===== src/jss_pkg.sv =====
package jss_pkg;

   // Byte values that the scanner looks for.
   localparam logic [7:0] BYTE_FF   = 8'hFF;
   localparam logic [7:0] BYTE_SOI  = 8'hD8;
   localparam logic [7:0] BYTE_SOS  = 8'hDA;
   localparam logic [7:0] SOF_LOW   = 8'hC0;
   localparam logic [7:0] SOF_HIGH  = 8'hCF;
   localparam logic [7:0] BYTE_DHT  = 8'hC4;
   localparam logic [7:0] BYTE_JPG  = 8'hC8;
   localparam logic [7:0] BYTE_DAC  = 8'hCC;

   // Bytes skipped between an SOF marker and the height field.
   localparam logic [1:0] SKIP_LAST = 2'd3;

   // Result status codes.
   localparam logic [1:0] ST_FOUND   = 2'd0;
   localparam logic [1:0] ST_NOTJPEG = 2'd1;
   localparam logic [1:0] ST_SOS     = 2'd2;
   localparam logic [1:0] ST_EARLY   = 2'd3;

   // One input word.
   typedef struct packed {
      logic [7:0] data_byte;
      logic       first_byte;
      logic       last_byte;
   } req_word_type;

   // One result word.
   typedef struct packed {
      logic [1:0]  scan_status;
      logic [15:0] image_height;
      logic [15:0] image_width;
   } result_type;

   // Result handed from the scan core to the output register.
   typedef struct packed {
      logic       valid;
      result_type data;
   } result_ctl_type;

   // True for a start-of-frame marker code.
   function automatic logic is_sof(input logic [7:0] code);
      logic in_range;
      in_range = (code >= SOF_LOW) && (code <= SOF_HIGH);
      return in_range && (code != BYTE_DHT) && (code != BYTE_JPG) && (code != BYTE_DAC);
   endfunction

endpackage


===== src/jss_in_reg.sv =====
module jss_in_reg (
   input  logic                  clock,
   input  logic                  reset,
   input  logic                  req_tvalid,
   output logic                  req_tready,
   input  jss_pkg::req_word_type req_word,
   input  logic                  advance,
   output logic                  word_valid,
   output jss_pkg::req_word_type word
);
   import jss_pkg::*;

   logic         valid_ff;
   logic         valid_in;
   req_word_type word_ff;

   // The register takes a new word when empty or when its word moves on.
   assign req_tready = !valid_ff || advance;

   always_comb begin
      valid_in = valid_ff;
      if (req_tready) begin
         valid_in = req_tvalid;
      end
   end

   always_ff @(posedge clock) begin
      if (reset) begin
         valid_ff <= 1'b0;
      end else begin
         valid_ff <= valid_in;
      end
   end

   // Payload needs no reset.
   always_ff @(posedge clock) begin
      if (req_tready && req_tvalid) begin
         word_ff <= req_word;
      end
   end

   assign word_valid = valid_ff;
   assign word       = word_ff;

endmodule


===== src/jss_scan_core.sv =====
module jss_scan_core (
   input  logic                    clock,
   input  logic                    reset,
   input  logic                    item_valid,
   input  jss_pkg::req_word_type   item,
   output jss_pkg::result_ctl_type result
);
   import jss_pkg::*;

   // Scan phase codes.
   localparam logic [2:0] PH_SOI0   = 3'd0;
   localparam logic [2:0] PH_SOI1   = 3'd1;
   localparam logic [2:0] PH_SEARCH = 3'd2;
   localparam logic [2:0] PH_MARKER = 3'd3;
   localparam logic [2:0] PH_SKIP   = 3'd4;
   localparam logic [2:0] PH_DIMS   = 3'd5;
   localparam logic [2:0] PH_DONE   = 3'd6;

   logic [2:0]  phase_ff, phase_in, phase_cur;
   logic [1:0]  count_ff, count_in, count_cur;
   logic [15:0] height_ff, height_in;
   logic [7:0]  width_hi_ff, width_hi_in;
   logic        done;
   logic        idle;

   // Next state and result for the word at the input register.
   always_comb begin
      phase_cur   = item.first_byte ? PH_SOI0 : phase_ff;
      count_cur   = item.first_byte ? 2'd0 : count_ff;
      phase_in    = phase_ff;
      count_in    = count_ff;
      height_in   = height_ff;
      width_hi_in = width_hi_ff;
      done        = 1'b0;
      idle        = 1'b0;
      result      = '0;
      result.data.scan_status = ST_FOUND;
      if (item_valid) begin
         phase_in = phase_cur;
         count_in = count_cur;
         unique case (phase_cur)
            PH_SOI0: begin
               if (item.data_byte != BYTE_FF) begin
                  done = 1'b1;
                  result.data.scan_status = ST_NOTJPEG;
               end else begin
                  phase_in = PH_SOI1;
               end
            end
            PH_SOI1: begin
               if (item.data_byte != BYTE_SOI) begin
                  done = 1'b1;
                  result.data.scan_status = ST_NOTJPEG;
               end else begin
                  phase_in = PH_SEARCH;
               end
            end
            PH_SEARCH: begin
               if (item.data_byte == BYTE_FF) begin
                  phase_in = PH_MARKER;
               end
            end
            PH_MARKER: begin
               // Fill bytes keep the marker phase.
               priority if (item.data_byte == BYTE_FF) begin
                  phase_in = PH_MARKER;
               end else if (item.data_byte == BYTE_SOS) begin
                  done = 1'b1;
                  result.data.scan_status = ST_SOS;
               end else if (is_sof(item.data_byte)) begin
                  phase_in = PH_SKIP;
                  count_in = 2'd0;
               end else begin
                  phase_in = PH_SEARCH;
               end
            end
            PH_SKIP: begin
               count_in = count_cur + 2'd1;
               if (count_in == SKIP_LAST) begin
                  phase_in = PH_DIMS;
                  count_in = 2'd0;
               end
            end
            PH_DIMS: begin
               // Height high, height low, width high, width low.
               count_in = count_cur + 2'd1;
               unique case (count_cur)
                  2'd0: height_in   = {item.data_byte, 8'h00};
                  2'd1: height_in   = {height_ff[15:8], item.data_byte};
                  2'd2: width_hi_in = item.data_byte;
                  default: begin
                     done = 1'b1;
                     result.data.scan_status  = ST_FOUND;
                     result.data.image_height = height_ff;
                     result.data.image_width  = {width_hi_ff, item.data_byte};
                  end
               endcase
            end
            default: begin
               // After a result, bytes are dropped until the next first byte.
               idle = 1'b1;
            end
         endcase
         // A final byte that completes nothing ends the file early.
         if (!done && !idle && item.last_byte) begin
            done = 1'b1;
            result.data.scan_status = ST_EARLY;
         end
         if (done) begin
            phase_in = PH_DONE;
         end
      end
      result.valid = done;
   end

   always_ff @(posedge clock) begin
      if (reset) begin
         phase_ff <= PH_SOI0;
         count_ff <= 2'd0;
      end else begin
         phase_ff <= phase_in;
         count_ff <= count_in;
      end
   end

   // Dimension bytes are always written before they are read.
   always_ff @(posedge clock) begin
      height_ff   <= height_in;
      width_hi_ff <= width_hi_in;
   end

endmodule


===== src/jss_out_reg.sv =====
module jss_out_reg (
   input  logic                    clock,
   input  logic                    reset,
   input  logic                    load,
   input  jss_pkg::result_ctl_type result,
   output logic                    slot_free,
   output logic                    rsp_tvalid,
   input  logic                    rsp_tready,
   output logic [31:0]             rsp_tdata,
   output logic [1:0]              rsp_tuser
);
   import jss_pkg::*;

   logic       valid_ff;
   logic       valid_in;
   result_type data_ff;

   // The register can be written when empty or when its word leaves now.
   assign slot_free = !valid_ff || rsp_tready;

   always_comb begin
      valid_in = valid_ff;
      if (slot_free) begin
         valid_in = load && result.valid;
      end
   end

   always_ff @(posedge clock) begin
      if (reset) begin
         valid_ff <= 1'b0;
      end else begin
         valid_ff <= valid_in;
      end
   end

   always_ff @(posedge clock) begin
      if (slot_free && load && result.valid) begin
         data_ff <= result.data;
      end
   end

   assign rsp_tvalid = valid_ff;
   assign rsp_tdata  = {data_ff.image_width, data_ff.image_height};
   assign rsp_tuser  = data_ff.scan_status;

endmodule


===== src/jpeg_sof_dimension_scanner.sv =====
// A taken byte is held in the input register until the output register can take
// its result. Throughput: one byte per cycle while the result side accepts; the
// only loop is the update of the scan phase and the dimension registers.
// Reset (synchronous, active high) clears both valid flags and returns the scan to
// the first signature byte, so a byte after reset counts as a file's first byte.
module jpeg_sof_dimension_scanner (
   input  logic        clock,
   input  logic        reset,
   input  logic        req_tvalid,
   output logic        req_tready,
   input  logic [7:0]  req_tdata,   // [7:0] data_byte
   input  logic        req_tuser,   // [0] first_byte
   input  logic        req_tlast,   // last_byte
   output logic        rsp_tvalid,
   input  logic        rsp_tready,
   output logic [31:0] rsp_tdata,   // [15:0] image_height, [31:16] image_width
   output logic [1:0]  rsp_tuser    // [1:0] scan_status
);
   import jss_pkg::*;

   req_word_type   req_word;
   req_word_type   word;
   logic           word_valid;
   logic           advance;
   logic           slot_free;
   result_ctl_type result;

   assign req_word.data_byte  = req_tdata;
   assign req_word.first_byte = req_tuser;
   assign req_word.last_byte  = req_tlast;

   // A word is processed when the output register can take its result.
   assign advance = word_valid && slot_free;

   jss_in_reg u_in_reg (
      .clock      (clock),
      .reset      (reset),
      .req_tvalid (req_tvalid),
      .req_tready (req_tready),
      .req_word   (req_word),
      .advance    (advance),
      .word_valid (word_valid),
      .word       (word)
   );

   jss_scan_core u_scan_core (
      .clock      (clock),
      .reset      (reset),
      .item_valid (advance),
      .item       (word),
      .result     (result)
   );

   jss_out_reg u_out_reg (
      .clock      (clock),
      .reset      (reset),
      .load       (advance),
      .result     (result),
      .slot_free  (slot_free),
      .rsp_tvalid (rsp_tvalid),
      .rsp_tready (rsp_tready),
      .rsp_tdata  (rsp_tdata),
      .rsp_tuser  (rsp_tuser)
   );

endmodule


===== config.mk =====
export PLATFORM = sky130hd
export DESIGN_NAME = jpeg_sof_dimension_scanner
export DESIGN_NICKNAME = d
export VERILOG_FILES = /design/src/jss_pkg.sv /design/src/jss_in_reg.sv /design/src/jss_scan_core.sv /design/src/jss_out_reg.sv /design/src/jpeg_sof_dimension_scanner.sv
export SDC_FILE = /design/constraint.sdc
export NUM_CORES = 1
export LEC_CHECK = 0
export BUFFER_PORTS_ARGS = -buffer_cell sky130_fd_sc_hd__buf_2
export CAP_MARGIN = 20
export CORE_ASPECT_RATIO = 1.25
export CORE_MARGIN = 2
export CORE_UTILIZATION = 50
export DETAILED_ROUTE_END_ITERATION = 6
export GPL_ROUTABILITY_DRIVEN = 0
export PLACE_DENSITY = 0.85
export RECOVER_POWER = 25
export SYNTH_ARGS = -nofsm -noshare
export SYNTH_HDL_FRONTEND = slang
export SYNTH_HIERARCHICAL = 1
export SYNTH_SLANG_ARGS = --single-unit

===== constraint.sdc =====
create_clock -name clock -period 2.85 [get_ports clock]
set_clock_uncertainty 0.05 [all_clocks]
set_input_delay 0 -clock clock [delete_from_list [all_inputs] [get_ports clock]]
set_output_delay 0 -clock clock [all_outputs]
set_load 0.02 [all_outputs]

==> results by group <==
Yosys
  – Ys async rst share: 0%
  – Post-synth cell types: 43
  – Most frequent cells after synthesis: edfxtp_1 (68), and2_1 (43), nor2_1 (12)
  – Cells after Synth: 216
  – Post-synth EDFFs: approximately 70
  – Register area share after synthesis: ~70%
  – Synth Register Bits: 75
  – Leading post-synthesis cells by cell area: edfxtp_1 (65%), and2_1 (8.6%), dfxtp_1 (4.5%)
  – Yosys warnings: 6
  – Yosys top cell by area: edfxtp_1
  – Synth Net Count: 236
  – Synth Area per Inst: 14.5 µm²
  – Most frequent cell after synthesis: edfxtp_1
  – Synth top area share: about two thirds
  – Post-Syn Area: about 3100 µm²
  – Ys flop type: edfxtp_1

Placed design
  – Pre-CTS setup slack: between 0.2 and 0.3 ns
  – PortBufs: 49
  – Hpwl dp: about 3.5 mm
  – Inst Count DP: between 300 and 400

Worst setup path
  – R2R setup slack: roughly 0.25 ns
  – FF-to-FF End: u_out_reg/rsp_tdata[2]$_DFFE_PP_
  – Reg2Reg Depth: 10
  – Crit-path max cell delay: between 0.5 and 0.6 ns
  – Critical Path Fanout Max: 34
  – Critical path arrival: 2.58 ns
  – R2r startpoint: u_in_reg/word[1]$_DFFE_PP_
  – Worst endpoint required time: between 2 and 3 ns
  – CP Cell Sequence: nand2b_1, inv_1, ha_1, and4b_1, o22ai_1, o2111ai_2, and2_1, nand2_2, nor2b_4, buf_12
  – Critical Path Slowest Stage Cell: edfxtp_1
  – Critical path type: flop to flop
  – Kind of end point of the critical path: flop
  – Crit-path leading delay family: simple AND/OR/NAND/NOR gates
  – CP bufs+invs: 2
  – Startpoint Class: flop

Layout
  – # fillers: 465
  – Number of diodes: 0
  – Syn-to-layout area delta: 21.7%
  – Register area: between 2000 and 2500 µm²
  – Share of cells above drive strength 1: between 20% and 30%
  – Area of the multi-input gates: approximately 880 µm²
  – Nets: ~310
  – Non-Filler Instances: ~380

STA
  – Post-route worst setup slack: between 0.2 and 0.3 ns
  – Setup Viol. Count Final: 0
  – Worst-Margin Slew: between 0.6 and 0.7 ns
  – F_max: between 300 and 400 MHz
  – Slew Limit Fails: 0
  – Fin crit share: ~91%
  – Max_slew headroom: 55.7%
  – Setup_tns: 0 ns
  – RSZ-0062 raised after global routing: no
  – Min Tclk post-route: 2.60 ns
  – Final Hold Vio Count: 0

Routing
  – Routed len/inst: about 14 µm
  – 1st-iter DRT viols: 84
  – Routed Antenna Nets: 0
  – Routed WL: slightly above 5 mm
  – Vias/cell: 4.84
  – Drt first pass iters: 4
  – DRC errors left: 0
  – Via Count: roughly 1800

Clock network
  – Root buffer cell: clkbuf_8
  – H-tree levels: 3
  – Sink Count: 75
  – TritonCTS buffer count: 9
  – Setup repair bufs after CTS: 0
  – Clock transition at path regs: ~0.07 ns
  – Worst-Skew Late Latency: about 0.34 ns
  – Max Root-Sink Buffers: 2
  – CTS tree: built

Outcome
  – Status: finished clean

Global route
  – Largest net degree at the start of global routing: 35
  – First-pass GRT wire length: 8.42 mm
  – Overflow after GRT: 0
  – Gr usage total: 16.6%
  – Vias in the first global route: between 1500 and 2000
  – Initial antenna violation count: 0

Hold path
  – Hold Crit Class: input port to flop
  – Sink of the worst hold path: u_in_reg/word[1]$_DFFE_PP_
  – Hold Crit Start: req_tvalid
  – Hold Path Depth: 2

Power
  – Overall Power: about 0.0022 W
  – Leak Pwr: roughly 1.4 nW
  – Pwr dens: 583 nW/µm²
  – Peak supply drop: 0.000519 V

Die
  – Num ports: 50
  – Num rows: 32
  – Chip width: ~75 µm
  – Die Ht: 92.4 µm
  – Initial Util: a little over 50%
  – Die area: 6900 µm²
  – Core area: 6130 µm²

Job
  – Max-cap viol count: 0
metal layers:
metal	track usage (%)	share of wire, %	vias up
met3	4.90	3.6	6
met5	0	0	-
met2	28.2	53	48
met1	18.7	42	850
met4	7.59	1.4	0
li1	-	-	919
cells in the final DEF, fill, tap and decap left out, types with 3 or more instances in the layout:
cell type / instances
ha_1: 6
o21ai_0: 3
dfxtp_1: 7
buf_4: 3
clkbuf_8: 9
dlygate4sd3_1: 13
nand2_1: 5
a21oi_1: 6
nor2b_1: 11
clkbuf_1: 27
clkinv_2: 3
inv_1: 8
buf_2: 23
nand2b_1: 4
edfxtp_1: 68
nor2_1: 12
and2_1: 43
power by group:
group | leakage (nW) | switching [W] | internal [W]
Sequential | 0.740 | 0.0000242 | 0.00122
Clock | 0.109 | 0.000376 | 0.000491
Combinational | 0.598 | 0.0000616 | 0.0000512
state kept, by name (all words and copies together) (netlist names):
| name | count |
|---|---|
| u_out_reg/rsp_tuser | 2 |
| u_scan_core/height_ff | 16 |
| u_in_reg/word_valid | 1 |
| u_out_reg/rsp_tdata | 32 |
| u_in_reg/word | 10 |
| u_out_reg/rsp_tvalid | 1 |
| u_scan_core/count_ff | 2 |
| u_scan_core/phase_ff | 3 |
| u_scan_core/width_hi_ff | 8 |
through the flow:
step / hold WS, ns / utilization [%] / area, µm²
2_1_floorplan: 0.0124 / - / 3130
3_3_place_gp: 0.126 / 57.1 / 3500
3_5_place_dp: 0.129 / 57.1 / 3500
4_1_cts: 0.0351 / 62.7 / 3840
5_1_grt: 0.0633 / 62.1 / 3800
6_report: 0.0635 / 62.1 / 3800
cell type report:
class	instances	share of cell area, %
Timing Repair Buffer	67	10.2
Clock buffer	9	3.26
Tap cell	85	2.80
Inverter	8	0.789
Sequential cell	75	57.3
Multi-Input combinational cell	126	23.2
Clock inverter	7	2.40
how the worst max path moves through the flow:
stage	from	endpoint	slack [ns]	cells past startpoint
6_report	u_in_reg/word[1]$_DFFE_PP_	u_out_reg/rsp_tdata[2]$_DFFE_PP_	0.25	10
5_1_grt	u_in_reg/word[1]$_DFFE_PP_	u_out_reg/rsp_tdata[2]$_DFFE_PP_	0.11	10
4_1_cts	u_in_reg/word[1]$_DFFE_PP_	u_out_reg/rsp_tdata[2]$_DFFE_PP_	0.27	10
3_5_place_dp	u_in_reg/word[1]$_DFFE_PP_	u_out_reg/rsp_tdata[5]$_DFFE_PP_	0.27	10
3_3_place_gp	u_in_reg/word[2]$_DFFE_PP_	u_out_reg/rsp_tdata[28]$_DFFE_PP_	0.32	7
2_1_floorplan	u_in_reg/word[4]$_DFFE_PP_	u_out_reg/rsp_tdata[0]$_DFFE_PP_	0.009	7
worst register-to-register path: cells and delay by family (launching register included):
| family | cells | cell delay [ns] |
|---|---|---|
| and+or+nand+nor | 5 | 0.91 |
| AOI/OAI and AO/OA | 2 | 0.23 |
| buffers and inverters | 2 | 0.36 |
| DFF | 1 | 0.54 |
| adders and majority gates | 1 | 0.20 |
kinds of logic (layout without fill, tap and decap cells):
logic type	after synthesis	in the layout	share of synthesized area, %
simple gates	93	93	19.1
compound gates	26	26	6.41
fa+ha+maj	6	6	2.40
flops	75	75	69.8
mux	1	1	0.360
buf+inv	15	91	1.96
timing repair:
item,CTS,global route
endpoints found under the hold margin,15,0
hold buffers,13,0
resized for setup,0,0
(Power assumes the default switching activity.)
